[config.mk]
export PLATFORM = sky130hd
export DESIGN_NAME = f2dc_front
export DESIGN_NICKNAME = d
export VERILOG_FILES = /design/src/rtl/f2dc_pkg.sv /design/src/rtl/f2dc_front.sv
export SDC_FILE = /design/constraint.sdc
export NUM_CORES = 1
export LEC_CHECK = 0
export BUFFER_PORTS_ARGS = -buffer_cell sky130_fd_sc_hd__buf_2
export CAP_MARGIN = 10
export CORE_MARGIN = 4
export CORE_UTILIZATION = 45
export DETAILED_ROUTE_END_ITERATION = 6
export PLACE_DENSITY = 0.63
export SYNTH_ARGS = -nofsm -noshare
export SYNTH_HDL_FRONTEND = slang
export SYNTH_SLANG_ARGS = --single-unit
export TNS_END_PERCENT = 10
[constraint.sdc]
create_clock -name clk -period 4.6 [get_ports clk]
set_clock_uncertainty 0.2 [all_clocks]
set_input_delay 1.38 -clock clk [delete_from_list [all_inputs] [get_ports clk]]
set_output_delay 1.38 -clock clk [all_outputs]
set_load 0.02 [all_outputs]
[src/rtl/f2dc_pkg.sv]
// ----------------------------------------------------------------------------
// f2dc_pkg
// Shared types and constants for the float to decimal text converter.
// ----------------------------------------------------------------------------
package f2dc_pkg;

	localparam logic [6:0] CHAR_ZERO = 7'h30;
	localparam logic [6:0] CHAR_DOT  = 7'h2E;
	localparam logic [3:0] MAX_CHARS = 4'd9;
	localparam logic [30:0] DIV_CAP  = 31'h40000000;
	localparam logic [31:0] RESCALE_LIMIT = 32'h80000000 / 32'd10;
	localparam logic [7:0] EXP_LIMIT = 8'd151;
	localparam logic [7:0] EXP_BIAS_SHIFT = 8'd150;

	// classified item handed from the front end to the back end
	typedef struct packed {
		logic        flag;
		logic [23:0] mant;
		logic [30:0] divisor;
	} job_t;

	typedef enum logic [2:0] {
		ST_IDLE,
		ST_DIV,
		ST_INT,
		ST_DOT,
		ST_FRAC_PREP,
		ST_FRAC_DIV,
		ST_FLAG
	} back_state_t;

	typedef struct packed {
		logic [6:0] text_char;
		logic       last_char;
		logic       out_of_range;
	} res_t;

endpackage

[src/rtl/f2dc_front.sv]
// ----------------------------------------------------------------------------
// f2dc_front
// Accepts float patterns, flags out-of-range values, forms mantissa and
// power-of-two divisor, and queues the job for the back end (two entries).
// ----------------------------------------------------------------------------
module f2dc_front (
	input  logic                clk,
	input  logic                arst_n,
	input  logic                push,
	output logic                full,
	input  logic [31:0]         float_bits,
	output logic                job_valid,
	input  logic                job_take,
	output f2dc_pkg::job_t      job
);
	logic [7:0] expf;
	logic [7:0] shifts;
	logic [4:0] over;
	f2dc_pkg::job_t new_job;
	f2dc_pkg::job_t slot_q [2];
	logic [1:0] count_q;
	logic       rd_q;
	logic       wr_q;
	logic       do_push;

	assign expf = float_bits[30:23];
	assign shifts = f2dc_pkg::EXP_BIAS_SHIFT - expf;

	always_comb begin
		new_job.flag = float_bits[31] || (expf >= f2dc_pkg::EXP_LIMIT);
		new_job.mant = {1'b1, float_bits[22:0]};
		new_job.divisor = '0;
		over = '0;
		if (shifts <= 8'd30) begin
			new_job.divisor[shifts[4:0]] = 1'b1;
		end else begin
			new_job.divisor = f2dc_pkg::DIV_CAP;
			if (shifts >= 8'd54)
				new_job.mant = '0;
			else begin
				over = 5'(shifts - 8'd30);
				new_job.mant = new_job.mant >> over;
			end
		end
	end

	assign full = (count_q == 2'd2);
	assign do_push = push && !full;
	assign job_valid = (count_q != 2'd0);
	assign job = slot_q[rd_q];

	always_ff @(posedge clk) begin
		if (do_push)
			slot_q[wr_q] <= new_job;
	end

	always_ff @(posedge clk or negedge arst_n) begin
		if (!arst_n) begin
			count_q <= '0;
			rd_q <= 1'b0;
			wr_q <= 1'b0;
		end else begin
			if (do_push)
				wr_q <= !wr_q;
			if (job_take && job_valid)
				rd_q <= !rd_q;
			count_q <= count_q + 2'(do_push) - 2'(job_take && job_valid);
		end
	end
endmodule

==> reports/results.tsv <==
stage	metric	value	unit
outcome	run status	finished, final reports clean	
synthesis	most common cell in the synthesized netlist	edfxtp_1	
route	per-cell routed wire length	20.8	um
critical_path	kind of launch point of the worst setup path	input port	
power_and_ir_drop	Static Leak	0.00292	uW
synthesis	area leader, netlist	edfxtp_1	
synthesis	Avg Synthesized Cell Area	13.0	sq um
critical_path	Max stage delay cell, worst path	mux4_2	
clock_tree	H-tree levels	4	
power_and_ir_drop	internal power summed over all cells	2920	uW
critical_path	Register-to-Register Path Depth	4	
die	IO Count	94	
grt	global-route wire length before repair	25700	um
critical_path	required time worst endpoint	4560	ps
clock_tree	clock tree root driver cell	clkbuf_16	
route	router iterations before antenna repair	5	
clock_tree	worst-skew pair later-pin latency	410	ps
layout	total of fill cells in the finished design	1195	
synthesis	Async S/R FF share, synth	3.45	%
clock_tree	hold-fix buffer count after cts	0	
grt	global-route congestion overflow total	0	
timing	setup repair after global routing missed its margin	no	
die	die width	129	um
min_path	Worst Hold Path Cells	1	
layout	Final nets	645	
die	effective utilization at floorplan	46.6	%
critical_path	WP buf/inv	4	
synthesis	count of unique library cells instantiated by Yosys	65	
die	y dimension of the die	129	um
clock_tree	post-CTS resize count	0	
timing	achievable frequency	249	MHz
timing	actual transition at the worst max-transition pin	776	ps
critical_path	Top cell by count, worst path	inv_1	
clock_tree	Clk pin slew, worst setup/hold paths	50	ps
synthesis	cell count after synthesis	503	
grt	aggregate global-route resource usage	20.4	%
placed_design	routability congestion estimate from global placement	0.910	
die	core area	14000	sq um
route	Post-DRT Antenna Nets	0	
power_and_ir_drop	relative contribution of combinational cells to total power	35.5	%
grt	vias in the first global route	4597	
synthesis	Warnings, synthesis	0	
route	wirelength, routed	16500	um
synthesis	Main synth FF type	edfxtp_1	
timing	Worst slew margin	48.2	%
min_path	worst hold start	count_q[1]$_DFF_PN0_	
route	total number of vias	4727	
layout	ant diodes	0	
clock_tree	deepest clock path buffer count	2	
timing	Hold Slack	301	ps
critical_path	largest fanout on the critical path	33	
power_and_ir_drop	relative contribution of sequential cells to total power	34.9	%
layout	combined flip-flop and latch cell area	3460	sq um
power_and_ir_drop	power density of the placed cells	565	nW/um^2
critical_path	delay contributed by the slowest stage of the critical path	450	ps
power_and_ir_drop	share of total power in the clock network	29.6	%
placed_design	number of port buffers	93	
critical_path	worst reg2reg startpoint	count_q[1]$_DFF_PN0_	
synthesis	portion of synthesized cell area occupied by the leading cell type	51.4	%
timing	pins over their slew limit	0	
die	# rows	43	
synthesis	post-synth design cell area	6550	sq um
timing	clock period minus worst slack	4020	ps
synthesis	post-synthesis net count	547	
synthesis	Post-synth EDFFs	112	
critical_path	R2R Setup Slk	2600	ps
timing	final-report setup violation count	0	
power_and_ir_drop	switching power total	1500	uW
timing	share of the cycle needed by the critical path after routing	87.4	%
route	count of routing violations after the opening detailed-route iteration	442	
power_and_ir_drop	IR Drop Worst-Case VDD	0.239	mV
critical_path	crit path DAT	3980	ps
route	per-cell via count in the routed design	5.95	
critical_path	Setup crit end kind	flip-flop	
clock_tree	Post-CTS Setup Bufs	0	
critical_path	kind of cell with the highest combined delay on the critical path	multiplexers	
synthesis	top post-synthesis cells by count	edfxtp_1 (112), mux2_2 (70), nor2_1 (45)	
min_path	Hold Path Class	flip-flop to flip-flop	
critical_path	cell breakdown of the critical path	buf_2 > inv_1 > ha_4 > inv_1 > ha_1 > buf_12 > mux2_2 > mux4_2 > nand2_1 > a2111oi_0 > a221o_1	
placed_design	HPWL after detailed placement	11600	um
route	drt drc	0	
layout	share of cells above drive strength 1	39.6	%
critical_path	Crit Reg-Reg Endpoint	slot_q[0][5]$_DFFE_PP_	
synthesis	flop and latch count out of synthesis	116	
clock_tree	TritonCTS clock tree	done	
timing	TNS Setup	0	ps
timing	final hold violation count	0	
layout	footprint of the multi-input gates	2900	sq um
grt	largest net degree at the start of global routing	57	
layout	Synth-to-Final Area Change	19.8	%
die	area of the die	16500	sq um
synthesis	register area share after synthesis	52.9	%
min_path	hold endpoint	count_q[1]$_DFF_PN0_	
flow_run	MaxCap Viol Count	0	
clock_tree	total CTS buffers	17	
grt	initial antenna violation count	0	
power_and_ir_drop	switching fraction of total power	34.0	%
critical_path	category of the critical setup timing path	input port to flip-flop	
synthesis	main area contributors after synthesis	edfxtp_1 (51%), mux2_2 (12%), mux4_2 (5.2%)	
clock_tree	total number of clock tree sinks	116	
-- per-stage QoR --
step / util (%) / instance area (sq um) / setup slack [ps] / power [uW] / instances
floorplan: - / 6570 / 42.2 / 2660 / 503
global placement: 51.7 / 7250 / 298 / 3130 / 762
detailed placement: 51.7 / 7250 / 200 / 3150 / 762
CTS: 55.8 / 7840 / 640 / 4480 / 794
global route: 55.8 / 7840 / 523 / 4650 / 794
finish: 55.8 / 7840 / 582 / 4430 / 794
-- per-layer routing --
metal	vias up	track usage (%)	share of wire (%)
met5	-	0	0
met4	0	7.54	2.2
met3	33	5.19	6.9
met2	218	29.4	45
met1	2322	29.8	46
li1	2154	-	-
-- registers in the layout, indices dropped and copies added, names as in the netlist --
signal   count
slot_q     112
count_q      2
rd_q         1
wr_q         1
-- kinds of logic (layout without fill, tap and decap cells) --
logic type	Yosys count	count (layout)	synth area share (%)
AO/OA/AOI/OAI	76	76	9.12
buffers and inverters	42	153	3.06
multiplexers	106	106	20.4
XOR/XNOR	11	11	1.59
AND/OR/NAND/NOR	144	144	11.4
flip-flops	116	116	52.9
adder cells (fa/ha/maj)	8	8	1.53
-- how the worst max path moves through the flow --
stage,startpoint,endpoint,slack (ps),cells past startpoint
floorplan,float_bits[23],slot_q[0][36]$_DFFE_PP_,40,16
global placement,float_bits[23],slot_q[1][31]$_DFFE_PP_,300,11
detailed placement,float_bits[24],slot_q[1][31]$_DFFE_PP_,200,11
CTS,float_bits[24],slot_q[0][31]$_DFFE_PP_,640,11
global route,float_bits[24],slot_q[0][31]$_DFFE_PP_,520,11
finish,float_bits[24],slot_q[0][31]$_DFFE_PP_,580,11
-- power groups by stage --
stage	Combinational, uW	Clock [uW]	Sequential, uW
after floorplan	1140	0	1520
final	1570	1310	1540
after detailed placement	1590	0	1570
after global routing	1690	1390	1570
after CTS	1590	1340	1550
after global placement	1570	0	1550
-- layout make-up --
class | instances | area share, %
inverter | 11 | 0.527
multi-input combinational | 345 | 37.0
clock buffer | 17 | 5.43
tap | 180 | 2.87
sequential | 116 | 44.2
clock inverter | 15 | 2.07
timing repair buffer | 110 | 7.88
-- layout by cell type (no fill, tap or decap), types with 9 or more instances in the layout --
cell type	instances
mux2_2	70
buf_2	93
o21ai_0	16
buf_4	15
mux2i_1	21
nor2_1	44
mux4_2	15
nand2_1	33
nand3_1	11
nor3_1	12
a21oi_1	14
clkbuf_16	17
inv_1	9
edfxtp_1	112
a22o_1	9
No activity file was read; power rests on OpenSTA's default activity.
